--- src/ddlp_pkg.sv ---
`timescale 1ns / 1ps
`default_nettype none
package ddlp_pkg;

  typedef enum logic [3:0] {
    PH_LINK_LO,
    PH_LINK_HI,
    PH_BLK_LO,
    PH_BLK_HI,
    PH_TEXT0,
    PH_LEAD,
    PH_NAME,
    PH_POSTNAME,
    PH_POSTSTAR,
    PH_TYPE0,
    PH_TYPE1,
    PH_TYPE2,
    PH_LOCK,
    PH_REST,
    PH_DONE
  } phase_t;

  localparam logic [1:0] KIND_NAME  = 2'd0;
  localparam logic [1:0] KIND_LINE  = 2'd1;
  localparam logic [1:0] KIND_END   = 2'd2;
  localparam logic [1:0] KIND_ERROR = 2'd3;

  localparam logic [3:0] T_HEADER    = 4'd0;
  localparam logic [3:0] T_UNKNOWN   = 4'd1;
  localparam logic [3:0] T_TYPE_BASE = 4'd2;
  localparam logic [3:0] T_BFREE     = 4'd7;
  localparam logic [3:0] T_OTHER     = 4'd8;

  localparam int unsigned NUM_TYPES = 5;

  localparam logic [7:0] HEADER_MARK = 8'h12;
  localparam logic [7:0] CH_QUOTE    = 8'h22;
  localparam logic [7:0] CH_STAR     = 8'h2a;
  localparam logic [7:0] CH_LOCK     = 8'h3c;
  localparam logic [7:0] CH_B        = 8'h42;
  localparam logic [7:0] CH_SPACE    = 8'h20;
  localparam logic [7:0] CH_TAB      = 8'h09;
  localparam logic [7:0] CH_CR       = 8'h0d;

  localparam logic [23:0] BLOCK_DATA_BYTES = 24'd254;

  typedef logic [7:0] type_name_t [3];

  // file type names in type code order, starting at T_TYPE_BASE
  localparam type_name_t TYPE_NAMES [NUM_TYPES] = '{
    '{8'h44, 8'h45, 8'h4c},
    '{8'h53, 8'h45, 8'h51},
    '{8'h50, 8'h52, 8'h47},
    '{8'h55, 8'h53, 8'h52},
    '{8'h52, 8'h45, 8'h4c}
  };

  typedef struct packed {
    phase_t                 phase;
    logic                   link_low_nonzero;
    logic [15:0]            line_blocks;
    logic [3:0]             line_type;
    logic                   unclosed_mark;
    logic                   lock_mark;
    logic [NUM_TYPES-1:0]   type_match_mask;
    logic [7:0]             name_count;
  } state_t;

  localparam state_t STATE_RESET = '{
    phase:            PH_LINK_LO,
    link_low_nonzero: 1'b0,
    line_blocks:      16'd0,
    line_type:        T_OTHER,
    unclosed_mark:    1'b0,
    lock_mark:        1'b0,
    type_match_mask:  '1,
    name_count:       8'd0
  };

  typedef struct packed {
    logic [1:0]  kind;
    logic [7:0]  name_char;
    logic [15:0] block_count;
    logic [23:0] size_bytes;
    logic [3:0]  entry_type;
    logic        not_closed;
    logic        read_only;
    logic [7:0]  name_length;
    logic        is_last;
  } result_t;

endpackage
`default_nettype wire

--- src/ddlp_byte_if.sv ---
`timescale 1ns / 1ps
`default_nettype none
interface ddlp_byte_if;
  logic       valid;
  logic       ready;
  logic [7:0] data_byte;
  logic       first_byte;

  modport source (output valid, output data_byte, output first_byte, input ready);
  modport sink (input valid, input data_byte, input first_byte, output ready);
endinterface
`default_nettype wire

--- src/ddlp_rec_if.sv ---
`timescale 1ns / 1ps
`default_nettype none
interface ddlp_rec_if;
  logic        valid;
  logic        ready;
  logic [1:0]  kind;
  logic [7:0]  name_char;
  logic [15:0] block_count;
  logic [23:0] size_bytes;
  logic [3:0]  entry_type;
  logic        not_closed;
  logic        read_only;
  logic [7:0]  name_length;
  logic        is_last;

  modport source (
    output valid, output kind, output name_char, output block_count,
    output size_bytes, output entry_type, output not_closed, output read_only,
    output name_length, output is_last, input ready
  );
  modport sink (
    input valid, input kind, input name_char, input block_count,
    input size_bytes, input entry_type, input not_closed, input read_only,
    input name_length, input is_last, output ready
  );
endinterface
`default_nettype wire

--- src/ddlp_step.sv ---
`timescale 1ns / 1ps
`default_nettype none
module ddlp_step (
  input  ddlp_pkg::state_t  cur,
  input  logic [7:0]        data_byte,
  input  logic              first_byte,
  output ddlp_pkg::state_t  nxt,
  output logic              res_valid,
  output ddlp_pkg::result_t res
);
  import ddlp_pkg::*;

  state_t               st;
  logic                 is_space;
  logic [NUM_TYPES-1:0] mism0;
  logic [NUM_TYPES-1:0] mism1;
  logic [NUM_TYPES-1:0] mism2;
  logic [NUM_TYPES-1:0] mask2;
  logic [23:0]          blocks_ext;
  logic [7:0]           count_inc;

  assign is_space = (data_byte == CH_SPACE) || (data_byte >= CH_TAB && data_byte <= CH_CR);
  assign blocks_ext = {8'd0, st.line_blocks};
  assign count_inc = (st.name_count == 8'hff) ? st.name_count : st.name_count + 8'd1;

  always_comb begin
    for (int i = 0; i < NUM_TYPES; i++) begin
      mism0[i] = TYPE_NAMES[i][0] != data_byte;
      mism1[i] = TYPE_NAMES[i][1] != data_byte;
      mism2[i] = TYPE_NAMES[i][2] != data_byte;
    end
  end

  always_comb begin
    st = first_byte ? STATE_RESET : cur;
    nxt = st;
    res_valid = 1'b0;
    res = '0;
    mask2 = st.type_match_mask & ~mism2;
    priority if (st.phase == PH_DONE) begin
      nxt = st;
    end else if (st.phase >= PH_TEXT0 && data_byte == 8'd0) begin
      // end of line record
      res_valid = 1'b1;
      res.kind = (st.phase <= PH_POSTSTAR) ? KIND_ERROR : KIND_LINE;
      res.block_count = st.line_blocks;
      res.size_bytes = blocks_ext * BLOCK_DATA_BYTES;
      res.entry_type = st.line_type;
      res.not_closed = st.unclosed_mark;
      res.read_only = st.lock_mark;
      res.name_length = st.name_count;
      nxt.phase = PH_LINK_LO;
    end else begin
      unique case (st.phase)
        PH_LINK_LO: begin
          nxt.link_low_nonzero = data_byte != 8'd0;
          nxt.phase = PH_LINK_HI;
        end
        PH_LINK_HI: begin
          if (!st.link_low_nonzero && data_byte == 8'd0) begin
            nxt.phase = PH_DONE;
            res_valid = 1'b1;
            res.kind = KIND_END;
            res.is_last = 1'b1;
          end else begin
            nxt.phase = PH_BLK_LO;
          end
        end
        PH_BLK_LO: begin
          nxt.line_blocks = {8'd0, data_byte};
          nxt.phase = PH_BLK_HI;
        end
        PH_BLK_HI: begin
          nxt = STATE_RESET;
          nxt.link_low_nonzero = st.link_low_nonzero;
          nxt.line_blocks = {data_byte, st.line_blocks[7:0]};
          nxt.phase = PH_TEXT0;
        end
        PH_TEXT0, PH_LEAD: begin
          if (st.phase == PH_TEXT0 && data_byte == HEADER_MARK && st.line_blocks == 16'd0) begin
            nxt.line_type = T_HEADER;
          end
          if (is_space) begin
            nxt.phase = PH_LEAD;
          end else if (data_byte == CH_QUOTE) begin
            nxt.line_type = T_UNKNOWN;
            nxt.phase = PH_NAME;
          end else begin
            if (data_byte == CH_B) begin
              nxt.line_type = T_BFREE;
            end
            nxt.phase = PH_REST;
          end
        end
        PH_NAME: begin
          if (data_byte == CH_QUOTE) begin
            nxt.phase = PH_POSTNAME;
          end else begin
            nxt.name_count = count_inc;
            res_valid = 1'b1;
            res.kind = KIND_NAME;
            res.name_char = data_byte;
            res.name_length = count_inc;
          end
        end
        PH_POSTNAME: begin
          if (is_space) begin
            nxt.phase = PH_POSTNAME;
          end else if (data_byte == CH_STAR) begin
            nxt.unclosed_mark = 1'b1;
            nxt.phase = PH_POSTSTAR;
          end else begin
            nxt.type_match_mask = st.type_match_mask & ~mism0;
            nxt.phase = PH_TYPE1;
          end
        end
        PH_POSTSTAR: begin
          nxt.type_match_mask = st.type_match_mask & ~mism0;
          nxt.phase = PH_TYPE1;
        end
        PH_TYPE1: begin
          nxt.type_match_mask = st.type_match_mask & ~mism1;
          nxt.phase = PH_TYPE2;
        end
        PH_TYPE2: begin
          nxt.type_match_mask = mask2;
          nxt.phase = (mask2 != '0) ? PH_LOCK : PH_REST;
          // lowest matching name wins
          for (int i = NUM_TYPES - 1; i >= 0; i--) begin
            if (mask2[i]) begin
              nxt.line_type = T_TYPE_BASE + 4'(i);
            end
          end
        end
        PH_LOCK: begin
          if (data_byte == CH_LOCK) begin
            nxt.lock_mark = 1'b1;
          end
          nxt.phase = PH_REST;
        end
        PH_REST, PH_TYPE0: begin
          nxt.phase = st.phase;
        end
        default: begin
          nxt.phase = PH_REST;
        end
      endcase
    end
  end

endmodule
`default_nettype wire

--- src/disk_directory_line_parser_core.sv ---
`timescale 1ns / 1ps
`default_nettype none
// a result is registered and appears in the cycle after the byte that causes it is accepted
// throughput: one byte per cycle while rec_out is not stalled, the parse state updates in a single step per byte
// the output register takes a new result while the previous one leaves in the same cycle
// reset (rst, synchronous) returns the parser to the link low byte and empties the output
module disk_directory_line_parser_core (
  input  logic       clk,
  input  logic       rst,
  ddlp_byte_if.sink  byte_in,
  ddlp_rec_if.source rec_out
);
  import ddlp_pkg::*;

  state_t  state;
  state_t  state_next;
  logic    res_valid;
  result_t res;
  result_t out_reg;
  logic    out_valid;
  logic    accept;

  ddlp_step u_step (
    .cur        (state),
    .data_byte  (byte_in.data_byte),
    .first_byte (byte_in.first_byte),
    .nxt        (state_next),
    .res_valid  (res_valid),
    .res        (res)
  );

  assign byte_in.ready = !out_valid || rec_out.ready;
  assign accept = byte_in.valid && byte_in.ready;

  always_ff @(posedge clk) begin
    if (rst) begin
      state <= STATE_RESET;
      out_valid <= 1'b0;
    end else begin
      if (accept) begin
        state <= state_next;
        out_valid <= res_valid;
      end else if (rec_out.ready) begin
        out_valid <= 1'b0;
      end
    end
  end

  always_ff @(posedge clk) begin
    if (accept && res_valid) begin
      out_reg <= res;
    end
  end

  assign rec_out.valid       = out_valid;
  assign rec_out.kind        = out_reg.kind;
  assign rec_out.name_char   = out_reg.name_char;
  assign rec_out.block_count = out_reg.block_count;
  assign rec_out.size_bytes  = out_reg.size_bytes;
  assign rec_out.entry_type  = out_reg.entry_type;
  assign rec_out.not_closed  = out_reg.not_closed;
  assign rec_out.read_only   = out_reg.read_only;
  assign rec_out.name_length = out_reg.name_length;
  assign rec_out.is_last     = out_reg.is_last;

endmodule
`default_nettype wire

--- src/flat_wrapper.sv ---
// flat-port wrapper written by rule: the top's interface ports become plain ports
module disk_directory_line_parser_core_flat import ddlp_pkg::*;
  (clk, rst, byte_in_valid, byte_in_data_byte, byte_in_first_byte, byte_in_ready, rec_out_valid, rec_out_kind, rec_out_name_char, rec_out_block_count, rec_out_size_bytes, rec_out_entry_type, rec_out_not_closed, rec_out_read_only, rec_out_name_length, rec_out_is_last, rec_out_ready);
  ddlp_byte_if byte_in_i ();
  ddlp_rec_if rec_out_i ();
  input  logic clk;
  input  logic rst;
  input wire logic [$bits(byte_in_i.valid)-1:0] byte_in_valid;
  input wire logic [$bits(byte_in_i.data_byte)-1:0] byte_in_data_byte;
  input wire logic [$bits(byte_in_i.first_byte)-1:0] byte_in_first_byte;
  output wire logic [$bits(byte_in_i.ready)-1:0] byte_in_ready;
  output wire logic [$bits(rec_out_i.valid)-1:0] rec_out_valid;
  output wire logic [$bits(rec_out_i.kind)-1:0] rec_out_kind;
  output wire logic [$bits(rec_out_i.name_char)-1:0] rec_out_name_char;
  output wire logic [$bits(rec_out_i.block_count)-1:0] rec_out_block_count;
  output wire logic [$bits(rec_out_i.size_bytes)-1:0] rec_out_size_bytes;
  output wire logic [$bits(rec_out_i.entry_type)-1:0] rec_out_entry_type;
  output wire logic [$bits(rec_out_i.not_closed)-1:0] rec_out_not_closed;
  output wire logic [$bits(rec_out_i.read_only)-1:0] rec_out_read_only;
  output wire logic [$bits(rec_out_i.name_length)-1:0] rec_out_name_length;
  output wire logic [$bits(rec_out_i.is_last)-1:0] rec_out_is_last;
  input wire logic [$bits(rec_out_i.ready)-1:0] rec_out_ready;
  assign byte_in_i.valid = byte_in_valid;
  assign byte_in_i.data_byte = byte_in_data_byte;
  assign byte_in_i.first_byte = byte_in_first_byte;
  assign byte_in_ready = byte_in_i.ready;
  assign rec_out_valid = rec_out_i.valid;
  assign rec_out_kind = rec_out_i.kind;
  assign rec_out_name_char = rec_out_i.name_char;
  assign rec_out_block_count = rec_out_i.block_count;
  assign rec_out_size_bytes = rec_out_i.size_bytes;
  assign rec_out_entry_type = rec_out_i.entry_type;
  assign rec_out_not_closed = rec_out_i.not_closed;
  assign rec_out_read_only = rec_out_i.read_only;
  assign rec_out_name_length = rec_out_i.name_length;
  assign rec_out_is_last = rec_out_i.is_last;
  assign rec_out_i.ready = rec_out_ready;
  disk_directory_line_parser_core u_core (.clk(clk), .rst(rst), .byte_in(byte_in_i), .rec_out(rec_out_i));
endmodule
--- config.mk ---
export PLATFORM = sky130hd
export DESIGN_NAME = disk_directory_line_parser_core_flat
export DESIGN_NICKNAME = d
export VERILOG_FILES = /design/src/ddlp_pkg.sv /design/src/ddlp_byte_if.sv /design/src/ddlp_rec_if.sv /design/src/ddlp_step.sv /design/src/disk_directory_line_parser_core.sv /design/src/flat_wrapper.sv
export SDC_FILE = /design/constraint.sdc
export NUM_CORES = 1
export LEC_CHECK = 0
export BUFFER_PORTS_ARGS = -buffer_cell sky130_fd_sc_hd__buf_2
export CAP_MARGIN = 20
export CORE_MARGIN = 3
export CORE_UTILIZATION = 36
export DETAILED_ROUTE_END_ITERATION = 16
export PLACE_DENSITY = 0.61
export SYNTH_ARGS = -nofsm -noshare
export SYNTH_HDL_FRONTEND = slang
export SYNTH_SLANG_ARGS = --single-unit
export TNS_END_PERCENT = 5
--- constraint.sdc ---
create_clock -name clk -period 7.8 [get_ports clk]
set_input_delay 0.78 -clock clk [delete_from_list [all_inputs] [get_ports clk]]
set_output_delay 0.78 -clock clk [all_outputs]
set_load 0.005 [all_outputs]
==> summary.md <==
| Metric | Value |
|---|---|
| Run status | `finished clean` |
| Met2 WL | `9030 µm` |
| # diodes | `0` |
| Initial antenna violation count | `0` |
| Final setup viols | `0` |
| Detailed Routing Iterations Pass 1 | `5` |
| Placer Congestion | `0.925` |
| Core area | `21400 µm²` |
| CTS Buf Count | `9` |
| Clk_skew | `13.0 ps` |
| Vias in the first global route | `6554` |
| CTS tree | `yes` |
| Post-synth top flop | `edfxtp_1` |
| Final min period | `6030 ps` |
| Htree depth | `3` |
| Relative slew slack | `37.0%` |
| Arrival time at the worst endpoint | `6130 ps` |
| Fmax achieved | `166 MHz` |
| First-pass GRT wire length | `34200 µm` |
| Tcrit/Tclk final | `77.3%` |
| Die W | `154 µm` |
| Final Hold Fails | `0` |
| Max VDD drop | `128 µV` |
| Crit Reg-Reg Startpoint | `u_core.state[24]` |
| IO Count | `80` |
| Die height | `154 µm` |
| Critical path class | `in -> reg` |
| Crit end category | `flop` |
| R2r setup slk | `2200 ps` |
| FFs w/ async S/R, synth | `0%` |
| Max Cap Violations | `0` |
| Synth-to-Final Area Change | `11.2%` |
| CTS resizes | `0` |
| Largest net degree at the start of global routing | `64` |
| CP Launch Type | `input port` |
| Initial Util | `37.1%` |
| Synthesized cell area | `7930 µm²` |
| Site Rows | `53` |
| Post-synth EDFFs | `63` |
| Num Clock Sinks | `104` |
| Worst R2R Path Depth | `16` |
| Commonest non-fill, non-tap cell in the layout | `nor2_1` |
| CP endpoint | `u_core.rec_out.size_bytes[22]` |
| CP startpoint | `byte_in_first_byte` |
| Via density | `5.48` |
| Setup TNS | `0 ps` |
| Die area | `23800 µm²` |
| Wirelength per Cell | `16.8 µm` |
| Crit-path max FO | `13` |
| Fillers | `2128` |
| Clock buffer depth | `2` |
| Post CTS Setup Buffer Count | `0` |
| PortBufs | `78` |
| DP Worst Slack | `1450 ps` |
| Met1 wire length | `9640 µm` |
| Cts hold-fix bufs | `0` |
| CP max stage cell | `fa_1` |
| Worst flop-to-flop path endpoint | `u_core.rec_out.size_bytes[22]` |
| Gr usage total | `17.5%` |
| Most frequent cells in the layout | `119 x nor2_1, 84 x inv_1, 78 x buf_2, 63 x edfxtp_1, 59 x nand2_1` |
| Crit path cell chain | `buf_2 > inv_1 > nand2_1 > inv_1 > fa_1 > inv_1 > fa_1 > fa_1 > fa_1 > inv_1 > ha_1 > nand4_1 > nor2_1 > a211oi_1 > a31oi_1 > o41ai_1 > or4_1 > o211ai_1` |
| Total number of vias | `6625` |
| Syn avg cell area | `8.93 µm²` |
| RSZ-0062 raised after global routing | `no` |
| Design Area, Final | `8810 µm²` |
| Worst Tran Pin Value | `938 ps` |
| Share of cells above drive strength 1 | `12.3%` |
| Critical Path RT | `7900 ps` |
| Antenna-violating nets left | `0` |
| Final nets | `1039` |
| Synth cell types | `75` |
| Total Wirelength | `20400 µm` |
| Max stage delay on crit path | `630 ps` |
| Post-DP Area | `8490 µm²` |
| HP Class | `reg -> reg` |
| Drt first-iter violations | `619` |
| Yosys reg bits | `104` |
| CTS root buffer | `clkbuf_16` |
| DR top layer | `met4` |
| Clk_lat worst skew | `370 ps` |
| Grt total ovfl | `0` |
| Final Worst Setup Slack | `1770 ps` |
| Post-synthesis sequential area ratio | `34.2%` |
| Synth Instances | `888` |
| Pwr/cell area | `134 nW/µm²` |
| Pleak | `3.68 nW` |
| WL met3 | `1340 µm` |
| Total Power | `1.18 mW` |
| Ys Warns | `0` |
| HPWL Detailed | `14600 µm` |
| Max-slew violations | `0` |
| Synthesized net count | `997` |
| Reg clk slew, reported paths | `80 ps` |
| DRC | `0` |
synth_stat cells, drive strengths merged (5+ instances only):
library cell	number	area (µm²)
nor2	119	447
ha	51	638
nor4	6	58.8
xor2	12	105
or4	6	48.8
a32oi	5	43.8
and3	18	113
o22ai	10	62.6
a21o	9	68.8
nand3	17	90.1
nand2	61	234
xnor2	16	140
edfxtp	63	1890
o21ai	41	205
fa	45	901
a211oi	7	52.6
a31oi	12	75.1
nand2b	15	93.8
a22oi	21	158
inv	86	323
buf	8	43.8
o211ai	6	45.0
nand4	5	31.3
nor3	36	180
clkbuf	44	165
nor2b	13	81.3
dfxtp	41	821
a21oi	52	260
stage by stage:
stage	cells	hold WS, ps	util, %
3_5_place_dp	1194	472	39.8
6_report	1210	490	41.3
2_1_floorplan	888	447	-
4_1_cts	1210	492	41.3
3_3_place_gp	1194	464	39.8
5_1_grt	1210	520	41.3
how the worst min path moves through the flow:
stage	slack (ps)	depth (start not counted)	from	end
after CTS	490	1	u_core.state[9]	u_core.state[9]
after global routing	520	1	u_core.state[9]	u_core.state[9]
after detailed placement	470	1	u_core.state[9]	u_core.state[9]
after floorplan	450	1	u_core.state[9]	u_core.state[9]
final	490	1	u_core.state[9]	u_core.state[9]
after global placement	460	1	u_core.state[9]	u_core.state[9]
critical path: cells and delay by family:
kind                       cells  cell delay (ps)
and+or+nand+nor                4              750
adders and majority gates      5             2550
buffers and inverters          5              560
AOI/OAI and AO/OA              4             1480
flip-flops by register name, indices dropped and copies added (netlist names), 2 cells and up:
signal / flops
u_core.rec_out.block_count: 16
u_core.rec_out.entry_type: 4
u_core.rec_out.kind: 2
u_core.rec_out.name_char: 8
u_core.rec_out.name_length: 8
u_core.rec_out.size_bytes: 22
u_core.state: 40
cells by family (layout without fill, tap and decap cells):
| group | after synthesis | in the layout | share of synthesized area, % |
|---|---|---|---|
| flip-flops | 104 | 104 | 34.2 |
| other | 1 | 1 | 0.0473 |
| adder cells (fa/ha/maj) | 98 | 98 | 19.7 |
| multiplexers | 5 | 5 | 0.663 |
| AND/OR/NAND/NOR | 324 | 324 | 20.3 |
| AO/OA/AOI/OAI | 190 | 190 | 15.3 |
| XOR/XNOR | 28 | 28 | 3.09 |
| buffers and inverters | 138 | 185 | 6.71 |
metal layers:
metal | GRT usage [%] | up-vias
met1 | 25.2 | 3175
met4 | 5.76 | 0
li1 | - | 3203
met2 | 26.9 | 226
met3 | 2.74 | 21
met5 | 0 | -
layout make-up:
class / count / area (µm²) / area share, %
well taps: 275 / 344 / 3.90
clock inverters: 5 / 67.6 / 0.767
multi-input cells: 646 / 4680 / 53.1
inverters: 86 / 323 / 3.66
clock buffers: 11 / 254 / 2.88
flip-flops and latches: 104 / 2710 / 30.8
repair buffers: 83 / 428 / 4.86
power breakdown:
part | leakage (nW) | switching [mW] | internal [mW]
Clock | 0.158 | 0.228 | 0.275
Combinational | 2.56 | 0.0592 | 0.0276
Sequential | 0.962 | 0.00884 | 0.581
Total | 3.68 | 0.296 | 0.883
Power figures use the tool's default switching activity.
